`src/assert_macros.svh`:
```
`ifndef ASSERT_MACROS_SVH
`define ASSERT_MACROS_SVH

// same-cycle implication, sampled on clk, off during reset
`define OLME_ASSERT_IMP(label, ante, cons) \
    label: assert property (@(posedge clk) disable iff (!rst_n) (ante) |-> (cons)) \
        else $error("olme check failed");

// next-cycle implication, sampled on clk, off during reset
`define OLME_ASSERT_NXT(label, ante, cons) \
    label: assert property (@(posedge clk) disable iff (!rst_n) (ante) |=> (cons)) \
        else $error("olme check failed");

`endif

```
`src/olme_pkg.sv`:
```
package olme_pkg;

    localparam int OP_W     = 3;
    localparam int FIELD_W  = 16;
    localparam int POS_W    = 7;
    localparam int STAT_W   = 2;
    localparam int S_DATA_W = 48;
    localparam int M_DATA_W = 32;

    localparam logic [OP_W-1:0] OP_APPEND      = 3'd0;
    localparam logic [OP_W-1:0] OP_MOVE_BEFORE = 3'd1;
    localparam logic [OP_W-1:0] OP_MOVE_AFTER  = 3'd2;
    localparam logic [OP_W-1:0] OP_READ        = 3'd3;
    localparam logic [OP_W-1:0] OP_FIND        = 3'd4;

    localparam logic [STAT_W-1:0] STAT_OK        = 2'd0;
    localparam logic [STAT_W-1:0] STAT_NOT_FOUND = 2'd1;
    localparam logic [STAT_W-1:0] STAT_FULL      = 2'd2;
    localparam logic [STAT_W-1:0] STAT_SAME      = 2'd3;

    typedef enum logic [2:0] {
        S_IDLE,
        S_MATCH,
        S_ENCODE,
        S_DECIDE,
        S_REMOVE,
        S_INSERT,
        S_EMIT
    } state_t;

    typedef struct packed {
        logic load;
        logic match;
        logic encode;
        logic decide;
        logic append;
        logic remove;
        logic insert;
        logic emit;
    } cmd_t;

    typedef struct packed {
        logic append_ok;
        logic move;
    } sts_t;

endpackage

```
`src/olme_ctrl.sv`:
```
module olme_ctrl
(
    input  logic              clk,
    input  logic              rst_n,
    input  logic              s_tvalid,
    output logic              s_tready,
    output logic              m_tvalid,
    input  logic              m_tready,
    input  olme_pkg::sts_t    sts,
    output olme_pkg::cmd_t    cmd
);

    olme_pkg::state_t state_reg;
    olme_pkg::state_t state_next;
    logic             m_tvalid_reg;
    logic             m_tvalid_next;

    always_ff @(posedge clk or negedge rst_n)
    begin
        if (!rst_n)
        begin
            state_reg    <= olme_pkg::S_IDLE;
            m_tvalid_reg <= 1'b0;
        end
        else
        begin
            state_reg    <= state_next;
            m_tvalid_reg <= m_tvalid_next;
        end
    end

    always_comb
    begin
        state_next    = state_reg;
        m_tvalid_next = m_tvalid_reg;
        cmd           = '0;
        if (m_tvalid_reg && m_tready)
        begin
            m_tvalid_next = 1'b0;
        end
        unique case (state_reg)
            olme_pkg::S_IDLE:
            begin
                if (s_tvalid)
                begin
                    cmd.load   = 1'b1;
                    state_next = olme_pkg::S_MATCH;
                end
            end
            olme_pkg::S_MATCH:
            begin
                cmd.match  = 1'b1;
                state_next = olme_pkg::S_ENCODE;
            end
            olme_pkg::S_ENCODE:
            begin
                cmd.encode = 1'b1;
                state_next = olme_pkg::S_DECIDE;
            end
            olme_pkg::S_DECIDE:
            begin
                cmd.decide = 1'b1;
                cmd.append = sts.append_ok;
                state_next = sts.move ? olme_pkg::S_REMOVE : olme_pkg::S_EMIT;
            end
            olme_pkg::S_REMOVE:
            begin
                cmd.remove = 1'b1;
                state_next = olme_pkg::S_INSERT;
            end
            olme_pkg::S_INSERT:
            begin
                cmd.insert = 1'b1;
                state_next = olme_pkg::S_EMIT;
            end
            olme_pkg::S_EMIT:
            begin
                if (!m_tvalid_reg || m_tready)
                begin
                    cmd.emit      = 1'b1;
                    m_tvalid_next = 1'b1;
                    state_next    = olme_pkg::S_IDLE;
                end
            end
            default:
            begin
                state_next = olme_pkg::S_IDLE;
            end
        endcase
    end

    assign s_tready = (state_reg == olme_pkg::S_IDLE);
    assign m_tvalid = m_tvalid_reg;

endmodule

```
`config.mk`:
```
export PLATFORM = sky130hd
export DESIGN_NAME = olme_ctrl
export DESIGN_NICKNAME = d
export VERILOG_FILES = /design/src/assert_macros.svh /design/src/olme_pkg.sv /design/src/olme_ctrl.sv
export SDC_FILE = /design/constraint.sdc
export NUM_CORES = 1
export LEC_CHECK = 0
export BUFFER_PORTS_ARGS = -buffer_cell sky130_fd_sc_hd__buf_2
export CORE_AREA = 5 5 42 44
export CTS_CLUSTER_SIZE = 40
export DETAILED_ROUTE_END_ITERATION = 12
export DIE_AREA = 0 0 47 49
export PLACE_DENSITY = 0.47
export SLEW_MARGIN = 20
export SYNTH_ARGS = -nofsm -noshare
export SYNTH_HDL_FRONTEND = slang
export SYNTH_SLANG_ARGS = --single-unit
```
`constraint.sdc`:
```
create_clock -name clk -period 3.5 [get_ports clk]
set_clock_uncertainty 0.2 [all_clocks]
set_input_delay 0.7 -clock clk [delete_from_list [all_inputs] [get_ports clk]]
set_output_delay 0.7 -clock clk [all_outputs]
set_load 0.02 [all_outputs]
```
Word level (Yosys, flattened, before mapping)
Cells that the tools add are included.
{"block": "totals", "input_bits": 6, "elab_cells": 31, "ff_bits": 4, "out_inout_bits": 10}
{"block": "op_classes", "n_eq_ne": 8, "reduce_logical": 5, "mux": 16}
{"cell": "one-hot mux 3 bit (7 select lines)", "n": 1}
{"cell": "2-to-1 mux 1 bit", "n": 11}
{"cell": "equality test 3 bit (second input constant)", "n": 3}
{"cell": "equality test 3 x 2 -> 1 bit (second input constant)", "n": 2}
{"cell": "2-to-1 mux 3 bit", "n": 2}
{"cell": "2-to-1 mux 2 bit", "n": 2}
{"cell": "inequality test 2 bit (second input constant)", "n": 2}
{"cell": "equality test 3 x 1 -> 1 bit (second input constant)", "n": 1}
{"cell": "logical NOT 3 bit", "n": 1}
{"cell": "AND reduction 2 bit", "n": 1}
{"cell": "logical AND 1 bit", "n": 1}
{"cell": "logical NOT 1 bit", "n": 1}
{"cell": "logical OR 1 bit", "n": 1}

Logic depth before layout (Yosys ltp)
{"block": "logic_depth", "word_depth": 4, "depth_mapped": 4, "mapped_depth_nobuf": 3}

Least setup slack after synthesis
No wires, ideal clock.
{"block": "synth_path", "path_kind": "input-to-output", "start": "in m_tready", "end": "out cmd[0] (netlist name)", "path_buffers": 0, "t_arrival_ps": 1181, "stages": 2, "required_ps": 2600, "path_slack_ps": 1419, "cell_sequence": "nand2b_1 -> nor2b_1"}
{"item": "start, declared", "line": "olme_ctrl.sv:8", "source": "input logic m_tready,"}
{"item": "end, declared", "line": "olme_ctrl.sv:10", "source": "output olme_pkg::cmd_t cmd"}

==> impl_metrics.py <==
metrics = {
    "outcome": {
        "status": "finished, final reports clean",
    },
    "power_and_ir_drop": {
        "power.leakage_nw": 0.1874,
        "peakVddDrop_uv": 446.4,
        "power_density_mw_per_mm2": 1010,
        "p_total_uw": 357.6,
    },
    "drt": {
        "firstDrtPassIters": 1,
        "post_drt_via_cell_ratio": 4.172,
        "antenna_left": 0,
        "first_iter_violations": 0,
        "via_count": 242,
        "post_drt_wl_per_cell_um": 10.14,
        "drc": 0,
        "wl_um": 588,
    },
    "timing": {
        "relSlewSlack": 0.7506,
        "rsz0062_at_grt": "false",
        "setup_slack_ps": 1295,
        "tns_ps": 0,
        "tightestPinTransition_ps": 374.1,
        "setup_viol": 0,
        "max_freq_ghz": 0.4536,
        "final_max_slew_viol_count": 0,
        "min_period_ps": 2205,
        "worst_hold_slack_ps": 62.31,
        "post-route-period-util": 0.6299,
        "hold_viol_final": 0,
    },
    "setup_path": {
        "setup.worst_path.end_class": "output port",
        "critPathMaxFanout": 13,
        "crit_required_ps": 2600,
        "arrival_ps": 1300,
        "worstSetupPathType": "reg -> out",
        "start_kind": "register",
    },
    "grt": {
        "antenna_found_initial": 0,
        "grt_usage": 0.06294,
        "grt_max_degree": 14,
        "grt_overflow_total": 0,
        "first_global_vias": 245,
        "grt_pass1_wl_um": 1000,
    },
    "layout": {
        "area_growth_pct": 34.76,
        "fillers": 152,
        "num_antenna_cells": 0,
        "stdcell_area_sq_um": 354.1,
        "largest_register_ffs": 3,
        "drive_gt1_frac": 0.5000,
        "fin_nets": 50,
        "final_util": 0.2527,
        "layout.cells.non_filler": 58,
    },
    "flow_run": {
        "cap_violations": 0,
    },
    "die": {
        "start_util": 0.1875,
        "boundaryPins": 16,
        "die_x_um": 47,
        "num_rows": 14,
        "coreArea_sq_mm": 0.001401,
        "die_area_sq_mm": 0.002303,
        "die_h_um": 49,
    },
    "synth": {
        "syn_area_sq_um": 262.8,
        "synth-edff-count": 0,
        "muxShareOfSynthArea": 0,
        "synth_area_per_cell_sq_um": 9.732,
        "yosysMostFrequentCell": "dfrtp_1",
        "synth_compound_area_frac": 0.1667,
        "ys_types": 18,
        "synthXorXnorAreaFrac": 0,
        "yosys.area.top_type": "dfrtp_1",
        "synth_nets": 33,
        "synth_common_cells": "dfrtp_1 (4), nor3b_1 (3)",
        "synth_warnings": 0,
        "synth_top_area_share": 0.3810,
        "synthAdderAreaFrac": 0,
        "async_flop_share": 1.000,
        "synth_cells": 27,
        "synthFlopType": "dfrtp_1",
        "yosysSeqAreaShare": 0.3810,
        "synth_simple_gate_area_frac": 0.3524,
        "synthTopCellsByArea": "dfrtp_1 (38%), nor3b_1 (8.6%), buf_4 (5.7%), a211oi_2 (4.8%), and2_1 (4.8%)",
        "synth-seq-cells": 4,
        "synth_top_family_by_area": "simple AND/OR/NAND/NOR gates",
    },
    "clock_network": {
        "clock_path_buffers": 2,
        "cts_tree": "built",
        "path_clk_slew_ps": 40,
        "cts.hold.buffers_added": 0,
        "clockRootBuffer": "clkbuf_4",
        "cts_made_buffers": 3,
        "cts-resized-gates": 0,
        "htree_levels": 1,
        "clock-sinks": 4,
        "cts_setup_buffers": 0,
        "worst_skew_pair.late_latency_ps": 230,
    },
    "placement": {
        "port-buffer-count": 15,
        "dp.cells": 55,
        "place.gp.congestion": 0.6711,
        "place_ws_ps": 1344,
        "hpwl_um": 445.4,
        "dpl-instance-area_sq_um": 331.6,
    },
    "worst_hold_path": {
        "hp-class": "in -> async",
    },
}
power breakdown:
part	switching, mW	total [mW]	internal, mW
Sequential	0.0551	0.124	0.0690
Combinational	0.101	0.177	0.0759
Clock	0.0185	0.0569	0.0383
cells in the final DEF (no fill, tap or decap):
cell	instances
a31oi_1	1
dfrtp_1	4
o21ai_1	2
and2_1	2
nor3b_1	3
nor2b_1	1
o211ai_1	1
clkbuf_4	3
nor3_2	1
nand2b_1	1
nor2_2	1
nor3_1	1
a211oi_2	1
buf_2	15
nand2_1	2
a21o_1	1
nand3b_1	1
and3b_1	1
cells by family (layout without fill, tap and decap cells):
group	after synthesis	in the layout
compound gates	6	6
buf+inv	3	18
flops	4	4
simple gates	14	14
path summary, 6_finish.rpt:
kind                              startpoint      endpoint  slack, ps  depth (start not counted)
worst max-delay path            state_reg[1]        cmd[3]       1300                          4
worst min-delay path                   rst_n  state_reg[0]         60                          1
worst max register to register  state_reg[2]  state_reg[1]       2230                          3
worst min register to register      m_tvalid      m_tvalid        340                          2
max in group asynchronous              rst_n      m_tvalid       2920                          1
min in group clk                    m_tvalid      m_tvalid        340                          2
worst max-delay path: stages, from the launching register on:
cell and delay (ps):
dfrtp_1 550, nand2_1 110, nor2_2 130, and2_1 130, buf_2 150
cell type report:
class                           instances  area (sq um)  share of cell area
Sequential cell                         4         100.1              0.2827
Timing Repair Buffer                   15         75.07              0.2120
Tap cell                               16         20.02             0.05654
Clock buffer                            3         22.52             0.06360
Multi-Input combinational cell         20         136.4              0.3852
metal layers:
metal	GRT usage	part of all wire
met2	0.06787	0.35
met1	0.08241	0.52
met3	0.04797	0.13
met4	0.04147	0
met5	0	0
Note: power is estimated with default switching activity, not from simulation.
